`src/hdl/arprr_pkg.sv`:
```
// Shared types, constants and helper functions of the ARP request responder.
package arprr_pkg;

  // Configuration port shape and register indexes.
  localparam int unsigned CfgIdxW  = 1;
  localparam int unsigned CfgDataW = 48;
  localparam logic [CfgIdxW-1:0] CfgOwnMac = 1'b0;
  localparam logic [CfgIdxW-1:0] CfgOwnIp  = 1'b1;

  // Receive byte counter and the frame offsets it is compared against.
  localparam int unsigned CntW = 6;
  localparam logic [CntW-1:0] PosEthSrcFirst = 6'd6;
  localparam logic [CntW-1:0] PosEthSrcLast  = 6'd11;
  localparam logic [CntW-1:0] PosTypeHi      = 6'd12;
  localparam logic [CntW-1:0] PosTypeLo      = 6'd13;
  localparam logic [CntW-1:0] PosOpHi        = 6'd20;
  localparam logic [CntW-1:0] PosOpLo        = 6'd21;
  localparam logic [CntW-1:0] PosSndMacFirst = 6'd22;
  localparam logic [CntW-1:0] PosSndMacLast  = 6'd27;
  localparam logic [CntW-1:0] PosSndIpFirst  = 6'd28;
  localparam logic [CntW-1:0] PosSndIpLast   = 6'd31;
  localparam logic [CntW-1:0] PosTgtIpFirst  = 6'd38;
  localparam logic [CntW-1:0] PosTgtIpLast   = 6'd41;
  localparam logic [CntW-1:0] HeaderBytes    = 6'd42;

  // Protocol values that a request is matched against or a reply carries.
  localparam logic [15:0] EtherTypeArp = 16'h0806;
  localparam logic [15:0] ArpOpRequest = 16'h0001;
  localparam logic [15:0] ArpOpReply   = 16'h0002;
  localparam logic [15:0] ArpProtoIpv4 = 16'h0800;
  localparam logic [7:0]  ArpHwLen     = 8'd6;
  localparam logic [7:0]  ArpProtoLen  = 8'd4;

  // Shift commands from the reply sequencer to the capture registers.
  typedef struct packed {
    logic eth_src;
    logic tgt_ip;
    logic snd_mac;
    logic snd_ip;
  } shift_ctl_t;

  // Leading byte of each capture register, as seen by the reply sequencer.
  typedef struct packed {
    logic [7:0] eth_src;
    logic [7:0] tgt_ip;
    logic [7:0] snd_mac;
    logic [7:0] snd_ip;
  } hdr_tap_t;

  // Fixed bytes of the reply at offsets 12 to 21; zero elsewhere.
  function automatic logic [7:0] reply_const_byte(input int pos);
    logic [7:0] b;
    case (pos)
      12:      b = EtherTypeArp[15:8];
      13:      b = EtherTypeArp[7:0];
      14:      b = 8'h00;
      15:      b = 8'h01;
      16:      b = ArpProtoIpv4[15:8];
      17:      b = ArpProtoIpv4[7:0];
      18:      b = ArpHwLen;
      19:      b = ArpProtoLen;
      20:      b = ArpOpReply[15:8];
      21:      b = ArpOpReply[7:0];
      default: b = 8'h00;
    endcase
    return b;
  endfunction

endpackage

```
`src/hdl/arprr_if.sv`:
```
// Valid/ready stream interfaces for received frame bytes and reply bytes.
interface arprr_frame_if;
  logic       valid;
  logic       ready;
  logic [7:0] frame_byte;
  logic       frame_last;

  modport source (output valid, output frame_byte, output frame_last, input ready);
  modport sink   (input valid, input frame_byte, input frame_last, output ready);
endinterface

interface arprr_reply_if;
  logic       valid;
  logic       ready;
  logic [7:0] reply_byte;
  logic       reply_last;

  modport source (output valid, output reply_byte, output reply_last, input ready);
  modport sink   (input valid, input reply_byte, input reply_last, output ready);
endinterface

```
`src/hdl/arprr_capture.sv`:
```
// Receive side: byte counter, header capture shift registers and request match.
module arprr_capture
  import arprr_pkg::*;
(
  input  logic        clk_i,
  input  logic        rst_ni,
  input  logic        in_fire_i,
  input  logic [7:0]  in_byte_i,
  input  logic        in_last_i,
  input  logic [31:0] own_ip_i,
  input  shift_ctl_t  shift_i,
  output hdr_tap_t    tap_o,
  output logic        answer_o
);

  logic [CntW-1:0] cnt_q, cnt_d;
  logic            ok_q, ok_d;
  logic [47:0]     eth_src_q, snd_mac_q;
  logic [31:0]     snd_ip_q, tgt_ip_q;

  logic       in_eth_src, in_snd_mac, in_snd_ip, in_tgt_ip;
  logic [1:0] tgt_sel;
  logic [7:0] own_ip_byte;

  // Field windows by frame offset.
  assign in_eth_src = (cnt_q >= PosEthSrcFirst) && (cnt_q <= PosEthSrcLast);
  assign in_snd_mac = (cnt_q >= PosSndMacFirst) && (cnt_q <= PosSndMacLast);
  assign in_snd_ip  = (cnt_q >= PosSndIpFirst)  && (cnt_q <= PosSndIpLast);
  assign in_tgt_ip  = (cnt_q >= PosTgtIpFirst)  && (cnt_q <= PosTgtIpLast);

  // Byte of own_ip that lines up with the target IP byte now arriving.
  assign tgt_sel = 2'(cnt_q - PosTgtIpFirst);
  always_comb begin
    case (tgt_sel)
      2'd0:    own_ip_byte = own_ip_i[31:24];
      2'd1:    own_ip_byte = own_ip_i[23:16];
      2'd2:    own_ip_byte = own_ip_i[15:8];
      default: own_ip_byte = own_ip_i[7:0];
    endcase
  end

  // Running match of EtherType, opcode and target IP, one byte at a time.
  // It restarts on the first EtherType byte of every frame.
  always_comb begin
    ok_d = ok_q;
    if (in_fire_i) begin
      if (cnt_q == PosTypeHi) begin
        ok_d = (in_byte_i == EtherTypeArp[15:8]);
      end else if (cnt_q == PosTypeLo) begin
        ok_d = ok_q && (in_byte_i == EtherTypeArp[7:0]);
      end else if (cnt_q == PosOpHi) begin
        ok_d = ok_q && (in_byte_i == ArpOpRequest[15:8]);
      end else if (cnt_q == PosOpLo) begin
        ok_d = ok_q && (in_byte_i == ArpOpRequest[7:0]);
      end else if (in_tgt_ip) begin
        ok_d = ok_q && (in_byte_i == own_ip_byte);
      end
    end
  end

  // Byte counter saturates at the header length and clears after the last byte.
  always_comb begin
    cnt_d = cnt_q;
    if (in_fire_i) begin
      if (in_last_i) begin
        cnt_d = '0;
      end else if (cnt_q < HeaderBytes) begin
        cnt_d = cnt_q + 1'b1;
      end
    end
  end

  // A reply is owed when the last byte closes a full header that matched.
  assign answer_o = in_fire_i && in_last_i && (cnt_q >= PosTgtIpLast) && ok_d;

  always_ff @(posedge clk_i or negedge rst_ni) begin
    if (!rst_ni) begin
      cnt_q <= '0;
      ok_q  <= 1'b0;
    end else begin
      cnt_q <= cnt_d;
      ok_q  <= ok_d;
    end
  end

  // Capture registers shift bytes in while receiving and rotate bytes out
  // while the reply is sent.
  always_ff @(posedge clk_i) begin
    if (in_fire_i && in_eth_src) begin
      eth_src_q <= {eth_src_q[39:0], in_byte_i};
    end else if (shift_i.eth_src) begin
      eth_src_q <= {eth_src_q[39:0], eth_src_q[47:40]};
    end
    if (in_fire_i && in_snd_mac) begin
      snd_mac_q <= {snd_mac_q[39:0], in_byte_i};
    end else if (shift_i.snd_mac) begin
      snd_mac_q <= {snd_mac_q[39:0], snd_mac_q[47:40]};
    end
    if (in_fire_i && in_snd_ip) begin
      snd_ip_q <= {snd_ip_q[23:0], in_byte_i};
    end else if (shift_i.snd_ip) begin
      snd_ip_q <= {snd_ip_q[23:0], snd_ip_q[31:24]};
    end
    if (in_fire_i && in_tgt_ip) begin
      tgt_ip_q <= {tgt_ip_q[23:0], in_byte_i};
    end else if (shift_i.tgt_ip) begin
      tgt_ip_q <= {tgt_ip_q[23:0], tgt_ip_q[31:24]};
    end
  end

  assign tap_o.eth_src = eth_src_q[47:40];
  assign tap_o.snd_mac = snd_mac_q[47:40];
  assign tap_o.snd_ip  = snd_ip_q[31:24];
  assign tap_o.tgt_ip  = tgt_ip_q[31:24];

endmodule

```
`src/hdl/arprr_reply.sv`:
```
// Transmit side: byte-serial reply sequencer with a registered output stage.
module arprr_reply
  import arprr_pkg::*;
#(
  parameter int unsigned ReplyLength = 56
) (
  input  logic        clk_i,
  input  logic        rst_ni,
  input  logic        start_i,
  input  logic [47:0] own_mac_i,
  input  hdr_tap_t    tap_i,
  input  logic        out_ready_i,
  output shift_ctl_t  shift_o,
  output logic        busy_o,
  output logic        out_valid_o,
  output logic [7:0]  out_byte_o,
  output logic        out_last_o
);

  localparam int unsigned IdxW = $clog2(ReplyLength);
  localparam logic [IdxW-1:0] IdxLast = IdxW'(ReplyLength - 1);

  typedef enum logic {
    StIdle,
    StSend
  } state_e;

  typedef enum logic [2:0] {
    SrcEthSrc,
    SrcOwnMac,
    SrcConst,
    SrcTgtIp,
    SrcSndMac,
    SrcSndIp,
    SrcZero
  } src_e;

  state_e          state_q;
  logic [IdxW-1:0] idx_q;
  logic            ovalid_q;
  logic [7:0]      obyte_q;
  logic            olast_q;
  logic [47:0]     mac_q;

  logic       load;
  src_e       src;
  logic [7:0] next_byte;
  int         pos;

  assign pos  = int'(idx_q);
  assign load = (state_q == StSend) && (!ovalid_q || out_ready_i);

  // Reply layout: which source feeds each byte offset.
  always_comb begin
    if (pos < 6) begin
      src = SrcEthSrc;
    end else if (pos < 12) begin
      src = SrcOwnMac;
    end else if (pos < 22) begin
      src = SrcConst;
    end else if (pos < 28) begin
      src = SrcOwnMac;
    end else if (pos < 32) begin
      src = SrcTgtIp;
    end else if (pos < 38) begin
      src = SrcSndMac;
    end else if (pos < 42) begin
      src = SrcSndIp;
    end else begin
      src = SrcZero;
    end
  end

  always_comb begin
    unique case (src)
      SrcEthSrc: next_byte = tap_i.eth_src;
      SrcOwnMac: next_byte = mac_q[47:40];
      SrcConst:  next_byte = reply_const_byte(pos);
      SrcTgtIp:  next_byte = tap_i.tgt_ip;
      SrcSndMac: next_byte = tap_i.snd_mac;
      SrcSndIp:  next_byte = tap_i.snd_ip;
      default:   next_byte = 8'h00;
    endcase
  end

  // Each consumed byte rotates its source register to the next byte.
  assign shift_o.eth_src = load && (src == SrcEthSrc);
  assign shift_o.tgt_ip  = load && (src == SrcTgtIp);
  assign shift_o.snd_mac = load && (src == SrcSndMac);
  assign shift_o.snd_ip  = load && (src == SrcSndIp);

  assign busy_o = (state_q == StSend);

  // Sequencer state and output valid.
  always_ff @(posedge clk_i or negedge rst_ni) begin
    if (!rst_ni) begin
      state_q  <= StIdle;
      idx_q    <= '0;
      ovalid_q <= 1'b0;
    end else begin
      unique case (state_q)
        StIdle: begin
          if (start_i) begin
            state_q <= StSend;
            idx_q   <= '0;
          end
        end
        StSend: begin
          if (load) begin
            idx_q <= idx_q + 1'b1;
            if (idx_q == IdxLast) begin
              state_q <= StIdle;
            end
          end
        end
        default: state_q <= StIdle;
      endcase
      if (load) begin
        ovalid_q <= 1'b1;
      end else if (out_ready_i) begin
        ovalid_q <= 1'b0;
      end
    end
  end

  // Output payload and the working copy of own MAC, used twice per reply.
  always_ff @(posedge clk_i) begin
    if (load) begin
      obyte_q <= next_byte;
      olast_q <= (idx_q == IdxLast);
    end
    if (start_i) begin
      mac_q <= own_mac_i;
    end else if (load && (src == SrcOwnMac)) begin
      mac_q <= {mac_q[39:0], mac_q[47:40]};
    end
  end

  assign out_valid_o = ovalid_q;
  assign out_byte_o  = obyte_q;
  assign out_last_o  = olast_q;

endmodule

```
`src/hdl/arp_request_responder_unit.sv`:
```
// Top level of the ARP request responder: configuration registers and datapath.
//
// Frame bytes are taken one per cycle while no reply is in progress. When the
// last byte of a frame closes a full 42-byte header carrying an ARP request
// for own_ip, the block answers with ReplyLength bytes, one per cycle as long
// as the sink takes them; the first reply byte is offered once the sequencer
// has entered its send state and loaded the output register. The byte-serial
// reply sequencer sets the cost: frame_in.ready stays low while the reply is
// sent, through any output stall, until the final reply byte enters the output
// register. Unanswered frames are taken one byte per cycle. own_mac and own_ip
// must be written by the user via the configuration port while idle; unchecked.
module arp_request_responder_unit
  import arprr_pkg::*;
#(
  parameter int unsigned ReplyLength = 56
) (
  input  logic                clk_i,
  input  logic                rst_ni,
  arprr_frame_if.sink         frame_in,
  arprr_reply_if.source       reply_out,
  input  logic                cfg_we_i,
  input  logic [CfgIdxW-1:0]  cfg_index_i,
  input  logic [CfgDataW-1:0] cfg_data_i
);

  logic [47:0] own_mac_q;
  logic [31:0] own_ip_q;
  logic        in_fire;
  logic        answer;
  logic        busy;
  shift_ctl_t  shift;
  hdr_tap_t    tap;

  // Configuration registers.
  always_ff @(posedge clk_i or negedge rst_ni) begin
    if (!rst_ni) begin
      own_mac_q <= '0;
      own_ip_q  <= '0;
    end else if (cfg_we_i) begin
      unique case (cfg_index_i)
        CfgOwnMac: own_mac_q <= cfg_data_i[47:0];
        CfgOwnIp:  own_ip_q  <= cfg_data_i[31:0];
        default:   ;
      endcase
    end
  end

  // Input request handshake: held off while a reply is being sent.
  assign frame_in.ready = !busy;
  assign in_fire        = frame_in.valid && !busy;

  arprr_capture u_capture (
    .clk_i     (clk_i),
    .rst_ni    (rst_ni),
    .in_fire_i (in_fire),
    .in_byte_i (frame_in.frame_byte),
    .in_last_i (frame_in.frame_last),
    .own_ip_i  (own_ip_q),
    .shift_i   (shift),
    .tap_o     (tap),
    .answer_o  (answer)
  );

  arprr_reply #(
    .ReplyLength (ReplyLength)
  ) u_reply (
    .clk_i       (clk_i),
    .rst_ni      (rst_ni),
    .start_i     (answer),
    .own_mac_i   (own_mac_q),
    .tap_i       (tap),
    .out_ready_i (reply_out.ready),
    .shift_o     (shift),
    .busy_o      (busy),
    .out_valid_o (reply_out.valid),
    .out_byte_o  (reply_out.reply_byte),
    .out_last_o  (reply_out.reply_last)
  );

endmodule

```
`src/flat_wrapper.sv`:
```
// flat-port wrapper written by rule: the top's interface ports become plain ports
module arp_request_responder_unit_flat import arprr_pkg::*;
#(
  parameter int unsigned ReplyLength = 56
)
  (clk_i, rst_ni, cfg_we_i, cfg_index_i, cfg_data_i, frame_in_valid, frame_in_frame_byte, frame_in_frame_last, frame_in_ready, reply_out_valid, reply_out_reply_byte, reply_out_reply_last, reply_out_ready);
  arprr_frame_if frame_in_i ();
  arprr_reply_if reply_out_i ();
  input  logic clk_i;
  input  logic rst_ni;
  input  logic cfg_we_i;
  input  logic [CfgIdxW-1:0] cfg_index_i;
  input  logic [CfgDataW-1:0] cfg_data_i;
  input wire logic [$bits(frame_in_i.valid)-1:0] frame_in_valid;
  input wire logic [$bits(frame_in_i.frame_byte)-1:0] frame_in_frame_byte;
  input wire logic [$bits(frame_in_i.frame_last)-1:0] frame_in_frame_last;
  output wire logic [$bits(frame_in_i.ready)-1:0] frame_in_ready;
  output wire logic [$bits(reply_out_i.valid)-1:0] reply_out_valid;
  output wire logic [$bits(reply_out_i.reply_byte)-1:0] reply_out_reply_byte;
  output wire logic [$bits(reply_out_i.reply_last)-1:0] reply_out_reply_last;
  input wire logic [$bits(reply_out_i.ready)-1:0] reply_out_ready;
  assign frame_in_i.valid = frame_in_valid;
  assign frame_in_i.frame_byte = frame_in_frame_byte;
  assign frame_in_i.frame_last = frame_in_frame_last;
  assign frame_in_ready = frame_in_i.ready;
  assign reply_out_valid = reply_out_i.valid;
  assign reply_out_reply_byte = reply_out_i.reply_byte;
  assign reply_out_reply_last = reply_out_i.reply_last;
  assign reply_out_i.ready = reply_out_ready;
  arp_request_responder_unit #(.ReplyLength(ReplyLength)) u_core (.clk_i(clk_i), .rst_ni(rst_ni), .frame_in(frame_in_i), .reply_out(reply_out_i), .cfg_we_i(cfg_we_i), .cfg_index_i(cfg_index_i), .cfg_data_i(cfg_data_i));
endmodule
```
`config.mk`:
```
export PLATFORM = sky130hd
export DESIGN_NAME = arp_request_responder_unit_flat
export DESIGN_NICKNAME = d
export VERILOG_FILES = /design/src/hdl/arprr_pkg.sv /design/src/hdl/arprr_if.sv /design/src/hdl/arprr_capture.sv /design/src/hdl/arprr_reply.sv /design/src/hdl/arp_request_responder_unit.sv /design/src/flat_wrapper.sv
export SDC_FILE = /design/constraint.sdc
export NUM_CORES = 1
export LEC_CHECK = 0
export ABC_CLOCK_PERIOD_IN_PS = 5700
export BUFFER_PORTS_ARGS = -buffer_cell sky130_fd_sc_hd__buf_2
export CAP_MARGIN = 0
export CELL_PAD_IN_SITES_DETAIL_PLACEMENT = 0
export CELL_PAD_IN_SITES_GLOBAL_PLACEMENT = 1
export CORE_UTILIZATION = 52
export CTS_CLUSTER_SIZE = 12
export DETAILED_ROUTE_END_ITERATION = 12
export HOLD_SLACK_MARGIN = 0.05
export PLACE_DENSITY = 0.85
export SLEW_MARGIN = 20
export SYNTH_ARGS = -nofsm -noshare
export SYNTH_HDL_FRONTEND = slang
export SYNTH_SLANG_ARGS = --single-unit
```
`constraint.sdc`:
```
create_clock -name clk_i -period 5.7 [get_ports clk_i]
set_input_delay 0.57 -clock clk_i [delete_from_list [all_inputs] [get_ports clk_i]]
set_output_delay 0.57 -clock clk_i [all_outputs]
set_load 0.02 [all_outputs]
```
# Yosys cells after proc, flatten, opt, wreduce, memory -nomap -nowiden
# Memory sizes are Yosys's and may differ from the RTL's.
# Cells that the tools add are included.
# word_totals
reg_bits	312
romBits	128
in_bits	63
out_inout_bits	11
wordCells	132
memories	1
# op_classes
add_sub_neg	3
magnitude_cmp	17
n_eq_ne	18
n_mux	37
bitwise_logic	2
n_reduce_logical	40
# mem_list
name	depth	width	rd	rd_ports_with_merged_regs	write_ports	line	rtl
(no name shown)	32	4	1	0	0	arprr_pkg.sv:53	case (pos)
# ops
cell	count
$mux 48	6
$mux 32	4
$pmux 8 s6	1
$logic_not 27->1	1
$lt 6x6->1 const B	4
$mux 6	4
$pmux 8 s3	1
$logic_and 1x1->1	22
$mux 3	5
$reduce_bool 2->1	7
$add 6x1->6 const B	2
$eq 6x4->1 const B	2
$eq 6x5->1 const B	2
$ge 6x5->1 const B	2
$ge 6x6->1 const B	2
$le 6x5->1 const B	2
$lt 6x5->1 const B	2
$pmux 6 s2	1
$mux 1	11
$eq 8x1->1 const B	1
$eq 8x3->1 const B	1
$eq 8x4->1 const B	1
$eq 8x8->1	1
$logic_not 8->1	1
22 further kinds	31

# Longest topological paths before layout
# Gate-level depths: netlist (run 1).
# logic_depth
ltp_word	14
mapped_depth	11
ltp_nobuf	9

# Hierarchy
# Synthesis (run 1) repeated with hierarchy kept, for this count alone.
# hier_totals
cells_unflattened	743
hier_area_um2	12633.4
# by_module_without_submodules
module	instances	cells_per_inst	area_each_um2	seq_area_each_um2
arprr_capture	1	356	6442.4	4979.8
arprr_reply	1	215	3201.8	1911.8
arp_request_responder_unit	1	172	2989.1	2001.9

# Least setup slack after synthesis (run 1)
# Ideal clock, no wire load.
# synth_path
path_kind	reg2reg
start	reg u_core.u_reply.idx_q[2]
end	reg u_core.u_capture.eth_src_q[0], enable pin
setup_time_ns	0.526
arrival_ns	4.633
t_required_ns	5.174
path_slack_ns	0.541
path_stages_with_launch	6
n_path_buf	2
period_less_slack_ns	5.159
path_cell_list	dfrtp_1 clkbuf_1 a21oi_1 nand2b_1 clkbuf_1 o31ai_1
# synth_via
elab_chain_len	11
word_cells_on_any_way	17
cone_classes	7 x order compare; 7 x mux; 3 x reduce/logical
# synth_lines
item	line	rtl
from (decl)	arprr_reply.sv:39	logic [IdxW-1:0] idx_q;
from (signal assigned)	arprr_reply.sv:110	idx_q <= idx_q + 1'b1;
$lt 6x6->1	arprr_reply.sv:67	end else if (pos < 42) begin
$mux 2	arprr_reply.sv:67	
$mux 2	arprr_reply.sv:65	end else if (pos < 38) begin
$mux 3	arprr_reply.sv:63	end else if (pos < 32) begin
$mux 3	arprr_reply.sv:61	end else if (pos < 28) begin
$mux 3	arprr_reply.sv:59	end else if (pos < 22) begin
$mux 3	arprr_reply.sv:57	end else if (pos < 12) begin
$mux 3 (*)	arprr_reply.sv:55	if (pos < 6) begin
$logic_not 3->1 (*)	arprr_reply.sv:87	assign shift_o.eth_src = load && (src == SrcEthSrc);
$logic_and 1x1->1 (*)	arprr_reply.sv:87	
$reduce_bool 2->1 (no source line) (*)	n/a	
to (signal assigned)	arprr_capture.sv:90	eth_src_q <= {eth_src_q[39:0], in_byte_i};
to (signal assigned)	arprr_capture.sv:92	eth_src_q <= {eth_src_q[39:0], eth_src_q[47:40]};
to (decl)	arprr_capture.sv:18	logic [47:0] eth_src_q, snd_mac_q;
# Every way passes the cells marked *; elsewhere a longest branch is shown, timed or not.
# A chain may end at the register's enable or synchronous reset.

# Final worst setup path (run 1)
# layout_path
start	reg u_core.u_capture.cnt_q[1]
end	reg u_core.u_reply.mac_q[28], enable pin
# layout_via
elab_chain_len	13
word_cells_on_any_way	24
cone_classes	1 x add/sub; 3 x order compare; 7 x eq/ne; 7 x mux; 6 x reduce/logical
# layout_lines
item	line	rtl
from (decl)	arprr_capture.sv:16	logic [CntW-1:0] cnt_q, cnt_d;
from (signal assigned)	arprr_capture.sv:81	cnt_q <= cnt_d;
$sub 2x2->2	arprr_capture.sv:32	assign tgt_sel = 2'(cnt_q - PosTgtIpFirst);
$eq 2x2->1, or another cell as far along	arprr_capture.sv:34	case (tgt_sel)
$pmux 8 s3	arprr_capture.sv:34	
$eq 8x8->1	arprr_capture.sv:56	ok_d = ok_q && (in_byte_i == own_ip_byte);
$logic_and 1x1->1	arprr_capture.sv:56	
$mux 1	arprr_capture.sv:55	end else if (in_tgt_ip) begin
$mux 1	arprr_capture.sv:53	end else if (cnt_q == PosOpLo) begin
$mux 1	arprr_capture.sv:51	end else if (cnt_q == PosOpHi) begin
$mux 1	arprr_capture.sv:49	end else if (cnt_q == PosTypeLo) begin
$mux 1	arprr_capture.sv:47	if (cnt_q == PosTypeHi) begin
$mux 1	arprr_capture.sv:46	if (in_fire_i) begin
$logic_and 1x1->1 (*)	arprr_capture.sv:74	assign answer_o = in_fire_i && in_last_i && (cnt_q >= PosTgtIpLast) && ok_d;
$reduce_bool 2->1 (no source line) (*)	n/a	
to (signal assigned)	arprr_reply.sv:133	mac_q <= own_mac_i;
to (signal assigned)	arprr_reply.sv:135	mac_q <= {mac_q[39:0], mac_q[47:40]};
to (decl)	arprr_reply.sv:43	logic [47:0] mac_q;
# Marked as above.

==> impl_metrics.json, run 1 <==
{
  "die_x_um": 156,
  "cts_setup_buffers": 0,
  "drive_above_1_share": 0.361,
  "dp_slack_ns": 1.40,
  "fillCellCount": 1658,
  "final_common_cell": "edfxtp_1",
  "post_drt_via_cell_ratio": 5.67,
  "max-slew-margin-rel": 0.304,
  "post-route-cell-area_um2": 14000,
  "outcome": "finished clean",
  "clock_latency_ns": 0.54,
  "drc": 0,
  "synth-seq-area-share": 0.723,
  "place_area_um2": 13000,
  "seqPwrFrac": 0.509,
  "drt_pass1_iterations": 6,
  "insertedDiodeCount": 0,
  "startpoint_type": "flip-flop",
  "syn_nets": 785,
  "grt_max_degree": 80,
  "drt_wl_total_um": 24500,
  "die-area_um2": 24300,
  "core_area_um2": 22900,
  "cp_slowest_cell": "nand2_4",
  "postSynth.asyncResetShare": 0.304,
  "critPathKind": "reg -> reg",
  "synth_top_area_cell": "edfxtp_1",
  "max_stage_delay_ns": 0.70,
  "grt_pass1_vias": 6516,
  "io_pins": 74,
  "synth_edf_count": 217,
  "gp_routability_congestion": 0.891,
  "postRouteAntennaNets": 0,
  "final_cell_mix": "edfxtp_1, mux2_2, dfrtp_1",
  "final_util": 0.609,
  "overflow": 0,
  "cts_tree": "built",
  "crit_path_frequent_cell": "nand2_4",
  "whs_ns": 0.260,
  "portBuffers": 73,
  "grt_first_pass_wirelength_um": 37300,
  "cts_made_buffers": 31,
  "drt_iter0_drc": 540,
  "vias": 6411,
  "tightest_slew_ns": 1.04,
  "pwr-share-comb": 0.160,
  "initial_core_util": 0.537,
  "hold_viol": 0,
  "cts_hold_buf": 1,
  "timing.final.crit_period_ns": 4.00,
  "r2r_cells": 9,
  "arrival_ns": 4.18,
  "worst_slack_ns": 1.70,
  "drv_cap": 0,
  "period_share": 0.702,
  "cts_root_buf": "clkbuf_16",
  "rrSetupSlack_ns": 1.70,
  "pwr-share-clk": 0.332,
  "cts_num_sinks": 312,
  "max_freq_ghz": 0.250,
  "synthTopCellsByArea": "edfxtp_1, dfrtp_1, mux2_2",
  "synthCells": 711,
  "clockBufferDepth": 3,
  "synth-main-ff-cell": "edfxtp_1",
  "cp-end-kind": "flip-flop",
  "avgSynthCellArea_um2": 17.3,
  "yosys_warnings": 0,
  "grt_usage": 0.205,
  "crit_start": "u_core.u_capture.cnt_q[1]$_DFFE_PN0P_",
  "rows": 55,
  "r2r_end": "u_core.u_reply.mac_q[28]$_DFFE_PP_",
  "hpwl_um": 16900,
  "powerDensity_nw_per_um2": 403,
  "rsz0062_at_grt": "false",
  "syn2layout_area_growth_pct": 13.5,
  "power_leakage_uw": 0.00452,
  "skew_ns": 0.0111,
  "ys_types": 53,
  "worstSetupEndpoint": "u_core.u_reply.mac_q[28]$_DFFE_PP_",
  "max-vdd-ir-drop_v": 0.000210,
  "syn_area_um2": 12300,
  "path_max_fanout": 51,
  "antenna_found_initial": 0,
  "swShare": 0.266,
  "chipHeight_um": 156,
  "crit_chain": "inv_1, ha_1, a222oi_1, mux2i_1, xnor2_1, nand4_1, o21ai_0, nand2_4, nand2_4",
  "hold_class": "in -> reg",
  "finalSetupViolCount": 0,
  "synth_top_area_frac": 0.530,
  "tns_ns": 0,
  "drv_slew": 0,
  "crit_required_ns": 5.88,
  "post_drt_wl_per_cell_um": 21.7,
  "fin_nets": 866,
  "synth-seq-cells": 312,
  "p_int_uw": 4130,
  "p_sw_uw": 1500,
  "cts_resized": 0,
  "r2r-start": "u_core.u_capture.cnt_q[1]$_DFFE_PN0P_",
  "h-tree-depth": 1,
  "clk_pin_slew_ns": 0.06
}
## worst min path at each step
stage / from / endpoint / slack (ns) / cells after the start
2_1_floorplan: rst_ni / u_core.own_ip_q[0]$_DFFE_PN0P_ / 0.27 / 0
3_3_place_gp: u_core.u_capture.snd_mac_q[14]$_DFFE_PP_ / u_core.u_capture.snd_mac_q[22]$_DFFE_PP_ / 0.40 / 0
3_5_place_dp: u_core.u_capture.eth_src_q[8]$_DFFE_PP_ / u_core.u_capture.eth_src_q[16]$_DFFE_PP_ / 0.40 / 0
4_1_cts: cfg_data_i[36] / u_core.own_mac_q[36]$_DFFE_PN0P_ / 0.24 / 2
5_1_grt: cfg_data_i[34] / u_core.own_mac_q[34]$_DFFE_PN0P_ / 0.24 / 2
6_report: cfg_data_i[36] / u_core.own_mac_q[36]$_DFFE_PN0P_ / 0.26 / 2
## layer usage
layer,up-vias,part of all wire,wire (um),GRT usage
met4,0,0.016,388,0.0565
li1,2862,-,-,-
met3,28,0.056,1380,0.0289
met2,222,0.46,11300,0.312
met1,3299,0.47,11400,0.310
met5,-,0,0,0
## layout make-up
cell class / count / area [um2] / area share
Clock buffer: 53 / 908 / 0.0650
Clock inverter: 5 / 28.8 / 0.00206
Inverter: 15 / 56.3 / 0.00403
Multi-Input combinational cell: 352 / 3240 / 0.232
Sequential cell: 312 / 8890 / 0.637
Tap cell: 313 / 392 / 0.0280
Timing Repair Buffer: 80 / 443 / 0.0317
## worst max-delay path: cells and delay by family, from the launching register on
kind	cells	cell delay, ns
compound gates	2	0.94
xor+xnor	1	0.18
fa+ha+maj	1	0.36
buf+inv	1	0.14
flops	1	0.44
mux	1	0.15
simple gates	3	1.37
## per-stage QoR
stage / std cells / power (uW)
final: 1130 / 5630
after global routing: 1130 / 5860
after CTS: 1129 / 5660
after detailed placement: 1070 / 3800
after global placement: 1070 / 3740
after floorplan: 711 / 3480
## cell usage after synthesis, types with 2 or more instances
master and number:
or3_1 2, inv_1 15, xnor2_1 8, a21o_1 3, nor2_1 16, o21ai_0 21
a222oi_1 9, nor3_1 2, o31ai_1 6, mux2_2 149, and2_1 4, nor3b_1 2
clkbuf_1 19, ha_1 11, edfxtp_1 217, mux2i_1 17, and3_1 4, and3b_1 2
buf_6 5, mux2_4 12, a221o_1 4, a21oi_1 6, nor2b_1 4, nand3_1 3
nand4_1 3, buf_1 8, nand2_1 30, a221oi_1 3, dfrtp_1 95, nand2b_1 6
xor2_1 3
## power groups by stage
| stage | Clock, uW | Combinational [uW] | Sequential [uW] |
|---|---|---|---|
| 6_report | 1870 | 898 | 2870 |
| 5_1_grt | 1990 | 981 | 2890 |
| 4_1_cts | 1900 | 894 | 2860 |
| 3_5_place_dp | 0 | 889 | 2910 |
| 3_3_place_gp | 0 | 846 | 2890 |
| 2_1_floorplan | 0 | 614 | 2870 |
## cells by family after synthesis
kind of cell    count (synthesis)  share of synthesized area
compound gates                 66                     0.0393
xor+xnor                       11                    0.00783
simple gates                   86                     0.0367
mux                           178                      0.165
fa+ha+maj                      11                     0.0112
buf+inv                        47                     0.0174
flops                         312                      0.723
## flip-flops by register name, indices dropped and copies added (netlist names), 8 cells and up
register,cells
u_core.u_capture.eth_src_q,48
u_core.u_capture.snd_mac_q,48
u_core.u_reply.out_byte_o,8
u_core.u_capture.snd_ip_q,32
u_core.u_reply.mac_q,48
u_core.own_mac_q,48
u_core.own_ip_q,32
u_core.u_capture.tgt_ip_q,32
(Power assumes the default switching activity.)
==> run 2, diff against run 1 <==
- ABC_AREA: not set -> 1
- ABC_CLOCK_PERIOD_IN_PS: 5700 -> 4100
- CORE_UTILIZATION: 52 -> 49
- clock period: 5.7 -> 4.1 ns (I/O delays scaled with it)
==> impl_metrics.json, run 2 <==
{
  "portBuffers": 73,
  "max-vdd-ir-drop_v": 0.000345,
  "clock_latency_ns": 0.51,
  "rsz0062_at_grt": "false",
  "drt_iter0_drc": 736,
  "clockBufferDepth": 3,
  "powerDensity_nw_per_um2": 507,
  "synth_common_cells": "nand2_1, edfxtp_1, o21ai_0",
  "finalSetupViolCount": 0,
  "p_sw_uw": 1680,
  "hold_viol": 0,
  "regArea_um2": 8890,
  "outcome": "finished clean",
  "drt_wl_total_um": 26800,
  "path_max_fanout": 29,
  "crit_chain": "inv_1, ha_1, inv_2, or2_2, nand3_1, nand2_1, inv_1, nand2_1, nor2_1, nand2_1, nand2_1, nand2_1, nand2_1, nand2_1, nand2_2, nand2_2, o21ai_4, buf_4",
  "postSynth.asyncResetShare": 0.304,
  "syn_nets": 1146,
  "h-tree-depth": 2,
  "initial_core_util": 0.506,
  "grt_first_pass_wirelength_um": 42200,
  "pwr-share-clk": 0.413,
  "hpwl_um": 18500,
  "final_common_cell": "nand2_1",
  "synth-seq-area-share": 0.714,
  "antenna_found_initial": 0,
  "max-slew-margin-rel": 0.329,
  "insertedDiodeCount": 0,
  "critPathTopFamily": "simple AND/OR/NAND/NOR gates",
  "swShare": 0.232,
  "cts_setup_buffers": 0,
  "max_freq_ghz": 0.313,
  "syn2layout_area_growth_pct": 14.7,
  "grt_usage": 0.213,
  "cts_resized": 0,
  "gp_routability_congestion": 0.847,
  "period_share": 0.780,
  "avgSynthCellArea_um2": 11.6,
  "synth_top_area_frac": 0.523,
  "fillCellCount": 2029,
  "crit_path_frequent_cell": "nand2_1",
  "post_drt_wl_per_cell_um": 17.9,
  "ys_types": 36,
  "startpoint_type": "flip-flop",
  "critPathKind": "reg -> reg",
  "path_buf_inv": 4,
  "synth-main-ff-cell": "edfxtp_1",
  "grt_max_degree": 77,
  "die-area_um2": 26100,
  "core_area_um2": 24600,
  "cts_tree": "built",
  "pwr-share-comb": 0.083,
  "crit_required_ns": 4.30,
  "grt_pass1_vias": 7479,
  "cts_made_buffers": 34,
  "power_leakage_uw": 0.00600,
  "drv_slew": 0,
  "p_int_uw": 5550,
  "die_x_um": 161,
  "synth-seq-cells": 312,
  "synthCells": 1072,
  "fin_nets": 1230,
  "clk_pin_slew_ns": 0.06,
  "tns_ns": 0,
  "cts_root_buf": "clkbuf_16",
  "syn_area_um2": 12500,
  "synthTopCellsByArea": "edfxtp_1, dfrtp_1, nand2_1",
  "synth_edf_count": 217,
  "io_pins": 74,
  "synth_top_area_cell": "edfxtp_1",
  "timing.final.crit_period_ns": 3.20,
  "postRouteAntennaNets": 0,
  "drc": 0,
  "cp-end-kind": "flip-flop",
  "cts_num_sinks": 312,
  "post_drt_via_cell_ratio": 5.30,
  "multi_input_area_um2": 3030,
  "cp_slowest_cell": "ha_1",
  "overflow": 0,
  "max_stage_delay_ns": 0.42,
  "chipHeight_um": 161,
  "skew_ns": 0.0185,
  "drive_above_1_share": 0.138,
  "vias": 7960,
  "drv_cap": 0,
  "drt_pass1_iterations": 5,
  "hold_class": "in -> reg",
  "arrival_ns": 3.40,
  "final_cell_mix": "nand2_1, edfxtp_1, o21ai_0",
  "p_total_uw": 7230,
  "tightest_slew_ns": 1.00,
  "yosysMostFrequentCell": "nand2_1",
  "rows": 57,
  "yosys_warnings": 0,
  "seqPwrFrac": 0.504
}
==> run 2: changes by cell type after synthesis, sizes merged, moves of 9 or more <==
cell    delta
nand2    +291
mux2     -145
o21ai     +90
nand3     +77
inv       +75
mux2i     -17
nor2      +12
a222oi     -9
==> run 2: path summary, 6_finish.rpt <==
check	from	end	slack, ns	cells past startpoint
max in group asynchronous	rst_ni	u_core.u_capture.cnt_q[5]$_DFFE_PN0P_	2.81	3
min	cfg_data_i[32]	u_core.own_mac_q[32]$_DFFE_PN0P_	0.13	2
max	u_core.u_capture.cnt_q[1]$_DFFE_PN0P_	u_core.u_reply.mac_q[45]$_DFFE_PP_	0.90	18
min reg2reg	u_core.u_capture.snd_mac_q[11]$_DFFE_PP_	u_core.u_capture.snd_mac_q[19]$_DFFE_PP_	0.41	0
min in group asynchronous	rst_ni	u_core.u_reply.idx_q[3]$_DFFE_PN0P_	0.47	2
max reg2reg	u_core.u_capture.cnt_q[1]$_DFFE_PN0P_	u_core.u_reply.mac_q[45]$_DFFE_PP_	0.90	18
==> run 2: layout make-up <==
type                    instances  area share
flip-flops and latches        312       0.623
well taps                     324      0.0284
clock inverters                 9     0.00990
inverters                      92      0.0242
multi-input cells             627       0.212
repair buffers                 89      0.0355
clock buffers                  49      0.0671
==> run 2: logic make-up (layout without fill, tap and decap cells) <==
| logic type | Yosys count | in the layout | synth area share |
|---|---|---|---|
| xor+xnor | 3 | 3 | 0.00211 |
| simple gates | 448 | 448 | 0.147 |
| fa+ha+maj | 11 | 11 | 0.0111 |
| flops | 312 | 312 | 0.714 |
| buf+inv | 133 | 239 | 0.0456 |
| mux | 16 | 16 | 0.0145 |
| compound gates | 149 | 149 | 0.0657 |
==> run 2: metrics by stage <==
stage | utilization | hold WS, ns | area (um2) | worst slack, ns | instances
detailed placement | 0.535 | 0.405 | 13200 | 0.875 | 1443
CTS | 0.580 | 0.105 | 14300 | 0.865 | 1501
global route | 0.580 | 0.122 | 14300 | 0.566 | 1502
floorplan | - | 0.114 | 12500 | 0.0342 | 1072
global placement | 0.535 | 0.400 | 13200 | 0.922 | 1443
finish | 0.580 | 0.130 | 14300 | 0.902 | 1502
==> run 2: metal layers <==
layer | up-vias | GRT usage | share of wire
met2 | 253 | 0.317 | 0.45
met5 | - | 0 | 0
met3 | 43 | 0.0342 | 0.059
met4 | 0 | 0.0665 | 0.024
li1 | 3825 | - | -
met1 | 3839 | 0.321 | 0.47
==> run 2: repair_timing <==
action,CTS,global route
endpoints found under the hold margin,0,75
setup endpoints to repair,0,0
hold buffers,0,1
==> run 2: power groups by stage <==
stage                     clock network, uW  registers [uW]  logic (uW)
after floorplan                           0            3660         434
after global placement                    0            3700         581
after detailed placement                  0            3710         592
after CTS                              3050            3640         596
after global routing                   3170            3660         680
final                                  2990            3650         597
==> run 3, diff against run 2 <==
- ABC_CLOCK_PERIOD_IN_PS: 4100 -> 3200
- clock period: 4.1 -> 3.2 ns (I/O delays scaled with it)
==> impl_metrics.json, run 3 (same netlist as run 2, synthesis figures left out) <==
{
  "outcome": "finished clean",
  "cts_resized": 0,
  "critPathTopFamily": "simple AND/OR/NAND/NOR gates",
  "powerDensity_nw_per_um2": 626,
  "hpwl_um": 18700,
  "grt_pass1_vias": 7678,
  "pwr-share-clk": 0.396,
  "tightest_slew_ns": 0.994,
  "crit_chain": "inv_1, ha_1, nand2_1, nand3_1, nand2_1, nand2_1, nand2_1, nand2_1, nand2_1, nor2_1, nand2_1, nand2_1, nand2_1, nand2_1, nand2_1, nand2_2, buf_4, nand3_1, nand2_1",
  "insertedDiodeCount": 0,
  "crit_required_ns": 3.56,
  "final_cell_mix": "nand2_1, edfxtp_1, o21ai_0",
  "clk_pin_slew_ns": 0.06,
  "grt_first_pass_wirelength_um": 42600,
  "met3_length_um": 1610,
  "clock_latency_ns": 0.50,
  "final_common_cell": "nand2_1",
  "cp-end-kind": "flip-flop",
  "cts_num_sinks": 312,
  "initial_core_util": 0.506,
  "post_drt_wl_per_cell_um": 17.8,
  "p_total_uw": 9020,
  "drv_cap": 0,
  "whs_ns": 0.0626,
  "max-vdd-ir-drop_v": 0.000304,
  "syn2layout_area_growth_pct": 15.6,
  "post-route-cell-area_um2": 14400,
  "power_leakage_uw": 0.00605,
  "startpoint_type": "flip-flop",
  "grt_max_degree": 65,
  "portBuffers": 73,
  "cp_slowest_cell": "buf_4",
  "max-slew-margin-rel": 0.335,
  "vias": 8056,
  "crit_path_frequent_cell": "nand2_1",
  "timing.final.crit_period_ns": 2.77,
  "drc": 0,
  "cts_tree": "built",
  "die-area_um2": 26100,
  "cts_made_buffers": 34,
  "place_area_um2": 13300,
  "rsz0062_at_grt": "false",
  "finalSetupViolCount": 0,
  "top_layer": "met4",
  "path_buf_inv": 2,
  "max_freq_ghz": 0.361,
  "h-tree-depth": 2,
  "period_share": 0.865,
  "seqPwrFrac": 0.518,
  "drt_wl_total_um": 27100,
  "path_max_fanout": 48,
  "p_int_uw": 6910,
  "hold_class": "in -> reg",
  "clockBufferDepth": 3,
  "gp_routability_congestion": 0.863,
  "post_drt_via_cell_ratio": 5.29,
  "critPathKind": "reg -> reg",
  "rows": 57,
  "instances_no_fill": 1524,
  "grt_usage": 0.214,
  "pwr-share-comb": 0.086,
  "place_inst": 1452,
  "arrival_ns": 3.13,
  "hold_viol": 0,
  "drv_slew": 0,
  "tns_ns": 0,
  "drive_above_1_share": 0.138,
  "fillCellCount": 2022,
  "p_sw_uw": 2110,
  "max_stage_delay_ns": 0.43,
  "fin_nets": 1250,
  "swShare": 0.234,
  "skew_ns": 0.0140,
  "chipHeight_um": 161,
  "die_x_um": 161,
  "antenna_found_initial": 0,
  "postRouteAntennaNets": 0,
  "overflow": 0,
  "route.met2.wl_um": 12100,
  "drt_iter0_drc": 792,
  "cts_root_buf": "clkbuf_16",
  "core_area_um2": 24600,
  "drt_pass1_iterations": 5,
  "io_pins": 74,
  "wl_met1_um": 12600
}
-- run 3: cell types whose count changed in the layout (fill, tap and decap cells not counted) --
cell / change
clkbuf_1: +2
buf_12: +2
clkbuf_8: -1
bufinv_16: -3
clkbuf_16: +1
inv_6: +1
clkinv_1: +5
buf_4: +8
buf_6: -1
dlygate4sd3_1: +11
clkinv_8: -2
clkinv_2: -1
-- run 3: cell type report --
class,count,area (um2),share of cell area
Clock buffer,51,977,0.0679
Clock inverter,9,41.3,0.00287
Inverter,92,345,0.0240
Multi-Input combinational cell,627,3030,0.210
Sequential cell,312,8890,0.618
Tap cell,324,405,0.0282
Timing Repair Buffer,109,706,0.0490
-- run 3: per-stage QoR --
| step | setup WS, ns | utilization |
|---|---|---|
| floorplan | 0.0450 | - |
| global placement | 0.533 | 0.539 |
| detailed placement | 0.455 | 0.539 |
| CTS | 0.450 | 0.585 |
| global route | 0.114 | 0.585 |
| finish | 0.433 | 0.585 |
-- run 3: power groups by stage --
stage | Clock [uW] | Sequential, uW | Combinational [uW]
2_1_floorplan | 0 | 4690 | 556
3_3_place_gp | 0 | 4740 | 752
3_5_place_dp | 0 | 4750 | 764
4_1_cts | 3630 | 4670 | 777
5_1_grt | 3800 | 4690 | 891
6_report | 3570 | 4670 | 774
-- run 3: per-layer routing --
layer	global-route usage	vias up
li1	-	3874
met1	0.319	3859
met2	0.319	266
met3	0.0372	57
met4	0.0729	0
met5	0	-
-- run 3: worst paths after layout --
kind	start	slack (ns)	to	cells past startpoint
worst max-delay path	u_core.u_capture.cnt_q[0]$_DFFE_PN0P_	0.43	u_core.u_reply.mac_q[16]$_DFFE_PP_	19
worst min-delay path	cfg_data_i[40]	0.06	u_core.own_mac_q[40]$_DFFE_PN0P_	2
worst max register to register	u_core.u_capture.cnt_q[0]$_DFFE_PN0P_	0.43	u_core.u_reply.mac_q[16]$_DFFE_PP_	19
worst min register to register	u_core.u_capture.snd_ip_q[3]$_DFFE_PP_	0.41	u_core.u_capture.snd_ip_q[11]$_DFFE_PP_	0
max in group asynchronous	rst_ni	2.01	u_core.own_mac_q[30]$_DFFE_PN0P_	3
min in group asynchronous	rst_ni	0.42	u_core.own_mac_q[6]$_DFFE_PN0P_	2
-- run 3: worst register-to-register path, cell delays in order (launching register included) --
cell and delay (ns):
dfrtp_1 0.41, inv_1 0.16, ha_1 0.40, nand2_1 0.09
nand3_1 0.10, nand2_1 0.08, nand2_1 0.07, nand2_1 0.04
nand2_1 0.05, nand2_1 0.05, nor2_1 0.09, nand2_1 0.06
nand2_1 0.05, nand2_1 0.04, nand2_1 0.05, nand2_1 0.07
nand2_2 0.10, buf_4 0.44, nand3_1 0.18, nand2_1 0.11
-- run 3: timing repair --
| action | in CTS | in global routing |
|---|---|---|
| hold buffers | 11 | 1 |
| hold endpoints to repair | 58 | 1 |
| endpoints found under the setup margin | 0 | 0 |
| buffers inserted | 0 | 0 |
